### src/rtl/core/irc_pkg.sv
// irc message classifier: shared constants, types and the in-token role function
`default_nettype none
package irc_pkg;

	// tokens begun per message at most
	localparam int TOKEN_LIMIT = 16;

	// parse phases
	localparam logic [2:0] PH_START = 3'd0;
	localparam logic [2:0] PH_TOKEN = 3'd1;
	localparam logic [2:0] PH_SEP   = 3'd2;
	localparam logic [2:0] PH_TRAIL = 3'd3;
	localparam logic [2:0] PH_IDLE  = 3'd4;

	// byte roles
	localparam logic [3:0] R_IGNORED = 4'd0;
	localparam logic [3:0] R_SEP     = 4'd1;
	localparam logic [3:0] R_DELIM   = 4'd2;
	localparam logic [3:0] R_NICK    = 4'd3;
	localparam logic [3:0] R_USER    = 4'd4;
	localparam logic [3:0] R_HOST    = 4'd5;
	localparam logic [3:0] R_CMD     = 4'd6;
	localparam logic [3:0] R_MIDDLE  = 4'd7;
	localparam logic [3:0] R_TMARK   = 4'd8;
	localparam logic [3:0] R_TTEXT   = 4'd9;

	// characters
	localparam logic [7:0] CH_COLON = 8'h3A;
	localparam logic [7:0] CH_AT    = 8'h40;
	localparam logic [7:0] CH_BANG  = 8'h21;
	localparam logic [7:0] CH_SPACE = 8'h20;
	localparam logic [7:0] CH_NUL   = 8'h00;

	typedef struct packed {
		logic [3:0] role;
		logic       bang;
		logic       at;
	} inner_t;

	// role of a byte inside a token that is neither the first byte of the message nor trailing text
	function automatic inner_t inner_role(input logic [4:0] idx, input logic [7:0] b,
			input logic prefix, input logic bang, input logic at);
		inner_t r;
		r.bang = bang;
		r.at   = at;
		if (idx == 5'd0 && prefix) begin
			if (!at && !bang && b == CH_BANG) begin
				r.bang = 1'b1;
				r.role = R_DELIM;
			end else if (!at && b == CH_AT) begin
				r.at   = 1'b1;
				r.role = R_DELIM;
			end else if (at) begin
				r.role = R_HOST;
			end else begin
				r.role = bang ? R_USER : R_NICK;
			end
		end else if (idx == (prefix ? 5'd1 : 5'd0)) begin
			r.role = R_CMD;
		end else begin
			r.role = R_MIDDLE;
		end
		return r;
	endfunction

endpackage
`default_nettype wire

### src/rtl/core/irc_message_field_classifier.sv
// irc message field classifier: per-byte role labelling with running message summary
`default_nettype none
// Takes one message byte per beat on the slave stream (tlast marks the final byte of a
// message) and returns one result beat per byte on the master stream. Each byte passes
// an input register, one level of classification logic against the parse state, and
// the result register. The block sustains one byte per cycle and stalls only when the
// result side does. The parse state is cleared after each byte with tlast set. Result
// tdata, from bit 0 up: byte_role[3:0], token_index[7:4], token_start[8],
// token_count[13:9], has_prefix[14], trailing_index[19:15] (two's complement, -1
// when none), malformed[20], zero pad to 24.
module irc_message_field_classifier (
	input  wire logic        clk,
	input  wire logic        arst_n,
	input  wire logic        s_tvalid,
	output logic             s_tready,
	input  wire logic [7:0]  s_tdata,   // msg_byte[7:0]
	input  wire logic        s_tlast,   // last_byte
	output logic             m_tvalid,
	input  wire logic        m_tready,
	output logic [23:0]      m_tdata,   // byte_role, token_index, token_start, token_count,
	                                    // has_prefix, trailing_index, malformed, pad
	output logic             m_tlast    // message_done
);
	import irc_pkg::*;

	logic        in_valid_s1;
	logic [7:0]  in_byte_s1;
	logic        in_last_s1;
	logic        out_valid_s2;
	logic [23:0] out_data_s2;
	logic        out_last_s2;
	logic        adv;

	logic [2:0]        phase_q, phase_n;
	logic [4:0]        tokens_q, tokens_n;
	logic              prefix_q, prefix_n;
	logic              bang_q, bang_n;
	logic              at_q, at_n;
	logic signed [4:0] trail_q, trail_n;
	logic              bad_q, bad_n;

	logic [3:0] role;
	logic       start;
	logic [4:0] cur;
	inner_t     inr;
	logic [23:0] res;

	assign adv      = in_valid_s1 && (!out_valid_s2 || m_tready);
	assign s_tready = !in_valid_s1 || adv;
	assign m_tvalid = out_valid_s2;
	assign m_tdata  = out_data_s2;
	assign m_tlast  = out_last_s2;

	always_comb begin
		phase_n  = phase_q;
		tokens_n = tokens_q;
		prefix_n = prefix_q;
		bang_n   = bang_q;
		at_n     = at_q;
		trail_n  = trail_q;
		bad_n    = bad_q;
		role     = R_IGNORED;
		start    = 1'b0;
		inr      = '0;
		unique case (phase_q)
			PH_START: begin
				if (in_byte_s1 == CH_NUL || in_byte_s1 == CH_SPACE) begin
					bad_n   = 1'b1;
					phase_n = PH_IDLE;
				end else begin
					start    = 1'b1;
					tokens_n = tokens_q + 5'd1;
					phase_n  = PH_TOKEN;
					if (in_byte_s1 == CH_COLON) begin
						prefix_n = 1'b1;
						role     = R_DELIM;
					end else begin
						role = R_CMD;
					end
				end
			end
			PH_TOKEN: begin
				if (in_byte_s1 == CH_NUL) begin
					phase_n = PH_IDLE;
				end else if (in_byte_s1 == CH_SPACE) begin
					role    = R_SEP;
					phase_n = PH_SEP;
				end else begin
					inr    = inner_role(tokens_q - 5'd1, in_byte_s1, prefix_q, bang_q, at_q);
					role   = inr.role;
					bang_n = inr.bang;
					at_n   = inr.at;
				end
			end
			PH_SEP: begin
				if (in_byte_s1 == CH_SPACE) begin
					role = R_SEP;
				end else if (in_byte_s1 == CH_NUL || tokens_q >= 5'(TOKEN_LIMIT)) begin
					phase_n = PH_IDLE;
				end else begin
					// tokens_q is non-zero here, so this is never the first token
					start    = 1'b1;
					tokens_n = tokens_q + 5'd1;
					if (in_byte_s1 == CH_COLON) begin
						trail_n = tokens_q;
						phase_n = PH_TRAIL;
						role    = R_TMARK;
					end else begin
						phase_n = PH_TOKEN;
						inr     = inner_role(tokens_q, in_byte_s1, prefix_q, bang_q, at_q);
						role    = inr.role;
						bang_n  = inr.bang;
						at_n    = inr.at;
					end
				end
			end
			PH_TRAIL: begin
				if (in_byte_s1 == CH_NUL)
					phase_n = PH_IDLE;
				else
					role = R_TTEXT;
			end
			default: ;
		endcase
		cur = (tokens_n != 5'd0) ? tokens_n - 5'd1 : 5'd0;
		res = {3'b000, bad_n, trail_n, prefix_n, tokens_n, start, cur[3:0], role};
	end

	// input register
	always_ff @(posedge clk or negedge arst_n) begin
		if (!arst_n) begin
			in_valid_s1 <= 1'b0;
		end else if (s_tready) begin
			in_valid_s1 <= s_tvalid;
		end
	end

	always_ff @(posedge clk) begin
		if (s_tvalid && s_tready) begin
			in_byte_s1 <= s_tdata;
			in_last_s1 <= s_tlast;
		end
	end

	// parse state, cleared after the final byte of a message
	always_ff @(posedge clk or negedge arst_n) begin
		if (!arst_n) begin
			phase_q  <= PH_START;
			tokens_q <= 5'd0;
			prefix_q <= 1'b0;
			bang_q   <= 1'b0;
			at_q     <= 1'b0;
			trail_q  <= -5'sd1;
			bad_q    <= 1'b0;
		end else if (adv) begin
			if (in_last_s1) begin
				phase_q  <= PH_START;
				tokens_q <= 5'd0;
				prefix_q <= 1'b0;
				bang_q   <= 1'b0;
				at_q     <= 1'b0;
				trail_q  <= -5'sd1;
				bad_q    <= 1'b0;
			end else begin
				phase_q  <= phase_n;
				tokens_q <= tokens_n;
				prefix_q <= prefix_n;
				bang_q   <= bang_n;
				at_q     <= at_n;
				trail_q  <= trail_n;
				bad_q    <= bad_n;
			end
		end
	end

	// result register
	always_ff @(posedge clk or negedge arst_n) begin
		if (!arst_n) begin
			out_valid_s2 <= 1'b0;
		end else if (adv) begin
			out_valid_s2 <= 1'b1;
		end else if (m_tready) begin
			out_valid_s2 <= 1'b0;
		end
	end

	always_ff @(posedge clk) begin
		if (adv) begin
			out_data_s2 <= res;
			out_last_s2 <= in_last_s1;
		end
	end

	a_tokens_bounded: assert property (@(posedge clk) disable iff (!arst_n)
		tokens_q <= 5'(TOKEN_LIMIT))
		else $error("token count beyond limit");

	a_start_clean: assert property (@(posedge clk) disable iff (!arst_n)
		phase_q == PH_START |-> (tokens_q == 5'd0 && !bad_q && !prefix_q && trail_q == -5'sd1))
		else $error("message start with stale state");

	a_start_role: assert property (@(posedge clk) disable iff (!arst_n)
		m_tvalid && m_tdata[8] |-> (m_tdata[3:0] != R_IGNORED && m_tdata[3:0] != R_SEP))
		else $error("token start on a byte outside any token");

	a_malformed_empty: assert property (@(posedge clk) disable iff (!arst_n)
		m_tvalid && m_tdata[20] |-> m_tdata[13:9] == 5'd0)
		else $error("malformed message with tokens");

	a_result_follows: assert property (@(posedge clk) disable iff (!arst_n)
		adv |=> out_valid_s2 && out_last_s2 == $past(in_last_s1))
		else $error("result beat lost or mislabelled");

endmodule
`default_nettype wire

### config.mk
export PLATFORM = sky130hd
export DESIGN_NAME = irc_message_field_classifier
export DESIGN_NICKNAME = d
export VERILOG_FILES = /design/src/rtl/core/irc_pkg.sv /design/src/rtl/core/irc_message_field_classifier.sv
export SDC_FILE = /design/constraint.sdc
export NUM_CORES = 1
export LEC_CHECK = 0
export ABC_AREA = 0
export ABC_CLOCK_PERIOD_IN_PS = 2800
export BUFFER_PORTS_ARGS = -buffer_cell sky130_fd_sc_hd__buf_2
export CORE_UTILIZATION = 56
export DETAILED_ROUTE_END_ITERATION = 8
export PLACE_DENSITY_LB_ADDON = 0.25
export SLEW_MARGIN = 5
export SYNTH_ARGS = -nofsm -noshare
export SYNTH_HDL_FRONTEND = slang
export SYNTH_SLANG_ARGS = --single-unit
### constraint.sdc
create_clock -name clk -period 2.8 [get_ports clk]
set_input_delay 0.42 -clock clk [delete_from_list [all_inputs] [get_ports clk]]
set_output_delay 0.42 -clock clk [all_outputs]
set_load 0.05 [all_outputs]
## Word level (Yosys, flattened, before mapping)

Index checks and enable logic that the tools add are counted.

| word-level totals | value |
|---|---|
| memories kept | 0 |
| output and inout bits | 27 |
| memory bits (read-only) | 0 |
| flip-flop bits (word level) | 50 |
| bits in latches | 0 |
| memory bits (writable) | 0 |
| input port bits | 13 |

| cells by class | value |
|---|---|
| shifts and indexed selects | 0 |
| equality and inequality tests | 18 |
| magnitude comparators | 1 |
| bitwise gates (word level) | 0 |
| reductions and logical operators | 25 |
| multipliers | 0 |
| muxes and demuxes | 69 |
| add/subtract/negate cells | 3 |
| div/mod/pow operators | 0 |

Operator list:

| operator | number |
|---|---|
| two-way mux 5 bit | 9 |
| two-way mux 4 bit | 10 |
| two-way mux 3 bit | 11 |
| two-way mux 1 bit | 30 |
| == test 8 x 6 -> 1 bit, second input constant | 3 |
| inequality test 3 bit, second input constant | 8 |
| case mux 4 bit (4 select lines) | 1 |
| case mux 3 bit (4 select lines) | 1 |
| zero test 5 bit | 2 |
| case mux 5 bit (2 select lines) | 1 |
| nonzero test 5 bit | 2 |
| AND reduction 9 bit | 1 |
| == test 8 x 7 -> 1 bit, second input constant | 1 |
| zero test 8 bit | 1 |
| logical AND 1 bit | 7 |
| == test 3 x 2 -> 1 bit, second input constant | 2 |
| two-way mux 2 bit | 3 |
| case mux 1 bit (2 select lines) | 3 |
| adder 5 x 1 -> 5 bit, second input constant | 1 |
| == test 5 x 1 -> 1 bit | 1 |
| == test 5 bit | 1 |
| greater-or-equal comparator 5 bit, second input constant | 1 |
| AND reduction 5 bit | 1 |
| subtractor 5 x 1 -> 5 bit, second input constant | 1 |
| other kinds (8) | 14 |

## Depth between registers and ports, before layout

Gate-level depths: netlist of the first run.

| logic depth | value |
|---|---|
| depth in word-level cells | 10 |
| gate-level depth with buffers | 11 |

## Least setup slack after synthesis of the first run

Ideal clock, no wire load.

| path | value |
|---|---|
| path type | flip-flop to flip-flop |
| from | register phase_q[0] |
| to | register out_data_s2[6] (netlist: m_tdata[6]) (data pin) |
| period minus slack after synthesis | 2.272 ns |
| path slack | 0.528 ns |
| buffers on the path | 1 |
| arrival time | 2.003 ns |
| library setup time | 0.269 ns |
| cell stages (with the launch flop) | 12 |
| cell sequence | dfrtp_1 > clkbuf_1 > a211o_1 > a21oi_2 > nor2_1 > a21oi_1 > ha_1 > inv_1 > nor2_1 > mux2i_1 > o211ai_1 > o21ai_0 |

| on the way | value |
|---|---|
| longest elaborated chain between the ends | 3 |
| elaborated cells between the ends (all ways) | 5 |
| those cells by class | 1 x add/sub; 1 x eq/ne; 1 x mux; 2 x reduce/logical |

Ends and longest elaborated chain:

| element | line | RTL |
|---|---|---|
| from (decl) | irc_message_field_classifier.sv:34 | `logic [2:0] phase_q, phase_n;` |
| from (signal assigned) | irc_message_field_classifier.sv:165 | `phase_q <= phase_n;` |
| == test 3 x 2 -> 1 bit or zero test 3 bit (tied branches) | irc_message_field_classifier.sv:65 | `unique case (phase_q)` |
| case mux 5 bit (2 select lines) * | irc_message_field_classifier.sv:65 |  |
| subtractor 4 x 1 -> 4 bit or nonzero test 5 bit (tied branches) | irc_message_field_classifier.sv:125 | `cur = (tokens_n != 5'd0) ? tokens_n - 5'd1 : 5'd0;` |
| to (signal assigned) | irc_message_field_classifier.sv:189 | `out_data_s2 <= res;` |
| to (decl) | irc_message_field_classifier.sv:30 | `logic [23:0] out_data_s2;` |

Every way passes the cells marked *; elsewhere a longest branch is shown, timed or not.
A chain may end at the register's enable or synchronous reset.

## Worst setup path after layout of the first run

Same ends and word-level chain as after synthesis.

==> results of run 1 <==
Yosys cell counts, drive strengths merged (5+ instances only):
master and number:
a21oi 13, buf 5, nor2 18, mux2 7, dfstp 5, edfxtp 31
ha 6, inv 9, dfrtp 14, clkbuf 11, nand3 5, nand2 14
o22a 8, nand2b 8, o21ai 13, nor3 9
placed cells by master, fill, tap and decap left out, drive strengths merged, types with 4 or more instances in the layout:
cell type,synthesis,routed
a211oi,4,4
a21o,4,4
a21oi,13,13
buf,5,44
clkbuf,11,7
dfrtp,14,14
dfstp,5,5
edfxtp,31,31
ha,6,6
inv,9,9
mux2,7,7
nand2,14,14
nand2b,8,8
nand3,5,5
nand3b,4,4
nor2,18,18
nor3,9,9
o211ai,4,4
o21ai,13,13
o22a,8,8
per-stage QoR:
step	hold WS (ps)	area [sq um]	std cells	util (%)	setup WS [ps]
after floorplan	124	2630	239	-	528
after global placement	384	2860	319	64.7	462
after detailed placement	389	2860	319	64.7	385
after CTS	49.2	2950	327	66.8	362
after global routing	64.0	2950	327	66.8	108
final	45.0	2950	327	66.8	344
kinds of logic (layout without fill, tap and decap cells):
family,after synthesis,in the layout,synth area share [%]
AOI/OAI and AO/OA,64,64,16.9
xor gates and xnor gates,4,4,1.34
adders and majority gates,6,6,2.86
buffers and inverters,25,61,4.20
DFF,50,50,53.9
muxes,10,10,4.15
other,1,3,0.143
and+or+nand+nor,77,77,16.5
power by group:
| part | internal, mW | switching (mW) |
|---|---|---|
| Sequential | 0.960 | 0.0815 |
| Combinational | 0.318 | 0.607 |
| Clock | 0.200 | 0.236 |
cell type report:
cell class	instances	area (sq um)	area share, %
Tap cell	52	65.1	2.21
Clock inverter	1	5.00	0.170
Sequential cell	50	1410	47.9
Clock buffer	7	86.3	2.93
Multi-Input combinational cell	164	1110	37.5
Timing Repair Buffer	44	240	8.15
Inverter	9	33.8	1.15
routing by layer:
metal | vias to the layer above | global-route usage (%)
li1 | 943 | -
met1 | 926 | 33.0
met2 | 81 | 33.1
met3 | 11 | 5.63
met4 | 0 | 9.56
met5 | - | 0
sequential cells by signal, summed over array words and instances (netlist names):
| register | count |
|---|---|
| m_tvalid | 1 |
| tokens_q | 5 |
| m_tlast | 1 |
| phase_q | 3 |
| bad_q | 1 |
| bang_q | 1 |
| m_tdata | 21 |
| in_byte_s1 | 8 |
| in_valid_s1 | 1 |
| prefix_q | 1 |
| in_last_s1 | 1 |
| trail_q | 5 |
| at_q | 1 |
worst max path at each step:
stage | from | to | slack [ps] | depth (start not counted)
after floorplan | phase_q[0] | m_tdata[6] | 530 | 11
after global placement | phase_q[0] | m_tdata[6] | 460 | 10
after detailed placement | phase_q[0] | m_tdata[6] | 380 | 10
after CTS | phase_q[0] | m_tdata[6] | 360 | 10
after global routing | phase_q[0] | m_tdata[4] | 110 | 10
final | phase_q[0] | m_tdata[6] | 340 | 10
==> run metrics, run 1 <==
Layout Skew=6.86 ps; Site Rows=24; DIE AREA=0.00496 sq mm; # hold bufs at CTS=0; CP arrival=2500 ps; status=finished, final reports clean; max incr delay on CP=480 ps; max frequency=0.407 GHz; Synth area leaders=edfxtp_1 (36%), dfrtp_1 (13%), dfstp_2 (5.0%); layout cells sized above 1=26.2%; Post-DP HPWL=3720 um; first-pass GRT wire length=8620 um; clock-pin transition on the worst setup and hold timing paths=90 ps; Peak VDD IR=0.417 mV; slew margin rel.=59.8%; max cap viols=0; Routed WL per cell=16.4 um; post-synth top area share=35.5%; largest area contributor in the netlist=edfxtp_1; CTS tree=yes; pin count of the biggest net entering global routing=36; HP Class=in2async; drt initial violations=215; Worst R2R Start=phase_q[0]; die extent in y=70.4 um; worst path required time=2840 ps; Detailed Route WL=5370 um; average vias per placed instance=6.00; Routed Antenna Nets=0; total gr overflow=0; DR WL met2=2450 um; Tot Pwr=2.40 mW; n_diodes=0; vias in the first global route=1730; Post-CTS Setup Repair Bufs=0; Mean Syn Cell Area=11.1 sq um; Synth Instances=237; fin crit period=2460 ps; Setup TNS=0 ps; CP max-delay cell=dfrtp_1; total leakage power=1.25 nW; predominant post-synthesis flop cell=edfxtp_1; Post-synth EDFFs=31; Yosys warnings=0; met3 wire length=396 um; Synth async-reset ratio=38.0%; CP Capture Type=flop; Setup violations, final=0; IO Pins=40; Worst Path Buf+Inv=1; fin nets=293; Area growth, synth to finish=12.5%; PortBufs=36; Cell Chain, Critical Path=a211o_1, a21oi_2, nor2_1, a21oi_1, ha_1, inv_1, nor2_1, mux2i_1, o211ai_1, o21ai_0; most frequent CP cell=nor2_1; Die W=70.4 um; Fill cells=351; clk sinks=50; reg2reg path depth=10; pwr/cell area=815 mW/mm^2; post-synthesis cell type count=53; routed via count=1961; initial core utilization=59.4%; register-to-register setup slack=340 ps; post-CTS sizing=0; Tcrit/Tclk final=87.7%; met1 WL=2410 um; clock root buffer=clkbuf_8; Worst path top cell family by delay=compound AO/OA/AOI/OAI gates; r2r endpoint=m_tdata[6]; register bit total from synthesis=50; Startpoint Class=flop; Clock Latency Late Sink=310 ps; core area=0.00441 sq mm; crit-path max FO=11; unrepaired setup endpoints after global routing=false; max-slew violation count=0; top sig layer=met4; share of the yosys chip area belonging to registers=53.9%; Final Hold Viols=0; GP Congestion=0.868; drt drc=0; CP Class=reg2reg; antenna violations before repair=0; clk buf depth=2; drt pass-1 iters=5; slew of the pin with the lowest slew margin=598 ps; Mapped Area=0.00262 sq mm; H-tree depth=2; gr usage total=23.0%; CTS buffer count=5
No activity file was read; power rests on OpenSTA's default activity.
==> run 2: changes to the inputs <==
CORE_MARGIN = 5   (was not set)
==> run 2 against run 1 <==
Largest power group unchanged. Hold slack improved by 6.2 ps. Final area about the same. Global-route usage decreased by 4.5 points. Clock skew is 3.1 ps higher. Final cell count up 0.31%. Power is 1.4% lower. Utilization decreased by 0.48 points. Non-clock buffer count rose by 1. Fmax grew 1.2%. Combinational power is 2% higher. Via count up 1.4%. First-iteration DRC count decreased by 58%.
==> run metrics, run 2 (synthesis gave the netlist of run 1 again) <==
slew margin rel.=64.7% (+4.9 points); Worst Path Buf+Inv=2 (+1); GP Congestion=0.878 (+1.1%); clk sinks=50 (unchanged); slew of the pin with the lowest slew margin=525 ps (-72.8 ps); commonest non-fill, non-tap cells in the layout=buf_2 (36), edfxtp_1 (31), nor2_1 (18); n_diodes=0 (unchanged); most common cell after layout, fill and taps aside=buf_2; CP Class=reg2reg; Die W=78.4 um (+11%); Clock Latency Late Sink=300 ps (about the same); clock root buffer=clkbuf_8; CP arrival=2570 ps (+70 ps); gr usage total=18.5% (-4.5 points); gr busiest metal=met2; CP Capture Type=flop; CTS buffer count=5 (unchanged); antenna violations before repair=0 (unchanged); Fill cells=361 (+2.8%); max reg flops=21 (unchanged); DIE AREA=0.00615 sq mm (+24%); Post-CTS Setup Repair Bufs=0 (unchanged); fin area=0.00295 sq mm (about the same); IO Pins=40 (unchanged); Finished Core Util=66.3% (-0.48 points); total leakage power=1.25 nW (+0.21%); post-route setup slack=372 ps (+28.5 ps); routed via count=1989 (+1.4%); clk buf depth=2 (unchanged); H-tree depth=2 (unchanged); CP max-delay cell=dfrtp_1; clock-pin transition on the worst setup and hold timing paths=90 ps (about the same); met3 usage=3.55% (-2.1 points); drt drc=0 (unchanged); Site Rows=24 (unchanged); HP Class=in2async; vias in the first global route=1985 (+15%); crit-path max FO=8 (-3); unrepaired setup endpoints after global routing=false; status=finished, final reports clean; max-slew violation count=0 (unchanged); layout cells sized above 1=26.4% (+0.27 points); Final Non-Filler Cells=328 (+0.31%); fin nets=294 (+0.34%); Setup violations, final=0 (unchanged); max frequency=0.412 GHz (+1.2%); drt pass-1 iters=4 (-1); worst path required time=2950 ps (+110 ps); max cap viols=0 (unchanged); area of placed instances=0.00287 sq mm (+0.26%); Area growth, synth to finish=12.5% (about the same); GRT met2 Usage=31.8% (-1.4 points); Routed Antenna Nets=0 (unchanged); Post-Place Cells=320 (+0.31%); Post-DP HPWL=3970 um (+6.9%); pre-CTS WS=413 ps (+27.9 ps); max incr delay on CP=460 ps (-20 ps); total gr overflow=0 (unchanged); pin count of the biggest net entering global routing=21 (-42%); die extent in y=78.4 um (+11%); Detailed Route WL=5380 um (+0.26%); drt initial violations=91 (-58%); Final Hold Viols=0 (unchanged); Tcrit/Tclk final=86.7% (-1.0 points); core area=0.00444 sq mm (+0.68%); average vias per placed instance=6.06 (+1.1%); Layout Skew=9.92 ps (+3.07 ps); met1 GRT Util=23.0% (-10 points); Setup TNS=0 ps (unchanged); PortBufs=36 (unchanged); Peak VDD IR=0.421 mV (+0.89%); Startpoint Class=flop; WHS=51.2 ps (+6.19 ps); Routed WL per cell=16.4 um (about the same); post-CTS sizing=0 (unchanged); Cell Chain, Critical Path=a211o_1, a21oi_2, xnor2_1, inv_1, ha_1, inv_1, nor2_1, mux2i_1, nor2_1, a21oi_1; first-pass GRT wire length=9050 um (+5.0%); CTS tree=yes; Worst path top cell family by delay=compound AO/OA/AOI/OAI gates; # hold bufs at CTS=0 (unchanged); initial core utilization=59.0% (-0.40 points); Tot Pwr=2.37 mW (-1.4%); fin crit period=2430 ps (-28.5 ps); pwr/cell area=804 mW/mm^2 (-1.3%)
[run 2: cell types whose count changed in the layout (fill, tap and decap cells not counted)]
| cell | change |
|---|---|
| clkinv_2 | +1 |
| buf_4 | +1 |
| clkbuf_8 | -1 |
[run 2: final timing paths]
kind,endpoint,slack (ps),cells past startpoint,from
worst max-delay path,m_tdata[4],370,10,phase_q[2]
worst min-delay path,bad_q,50,1,arst_n
worst max register to register,m_tdata[4],370,10,phase_q[2]
worst min register to register,trail_q[4],460,2,trail_q[4]
max in group asynchronous,trail_q[0],2400,1,arst_n
min in group clk,in_byte_s1[0],300,1,s_tdata[0]
[run 2: report_power, final]
group	internal (mW)	switching (mW)
Sequential	0.960	0.0725
Combinational	0.326	0.616
Clock	0.173	0.222
Total	1.46	0.911
[run 2: worst reg2reg max path, stage by stage, from the launching register on]
cell	delay [ps]
dfrtp_1	460
a211o_1	330
a21oi_2	350
xnor2_1	220
inv_1	100
ha_1	200
inv_1	60
nor2_1	40
mux2i_1	230
nor2_1	100
a21oi_1	190
[run 2: final cells by class]
cell class | count | area, sq um | share of cell area, %
Clock inverter | 2 | 10.0 | 0.340
Inverter | 9 | 33.8 | 1.15
Multi-Input combinational cell | 164 | 1110 | 37.5
Clock buffer | 6 | 72.6 | 2.46
Tap cell | 52 | 65.1 | 2.21
Timing Repair Buffer | 45 | 248 | 8.40
Sequential cell | 50 | 1410 | 47.9
[run 2: metal layers]
metal	share of wire [%]	wire length [um]	up-vias
met5	0	0	-
met1	43	2310	951
li1	-	-	951
met4	1.8	99	0
met3	6.3	338	13
met2	49	2630	74
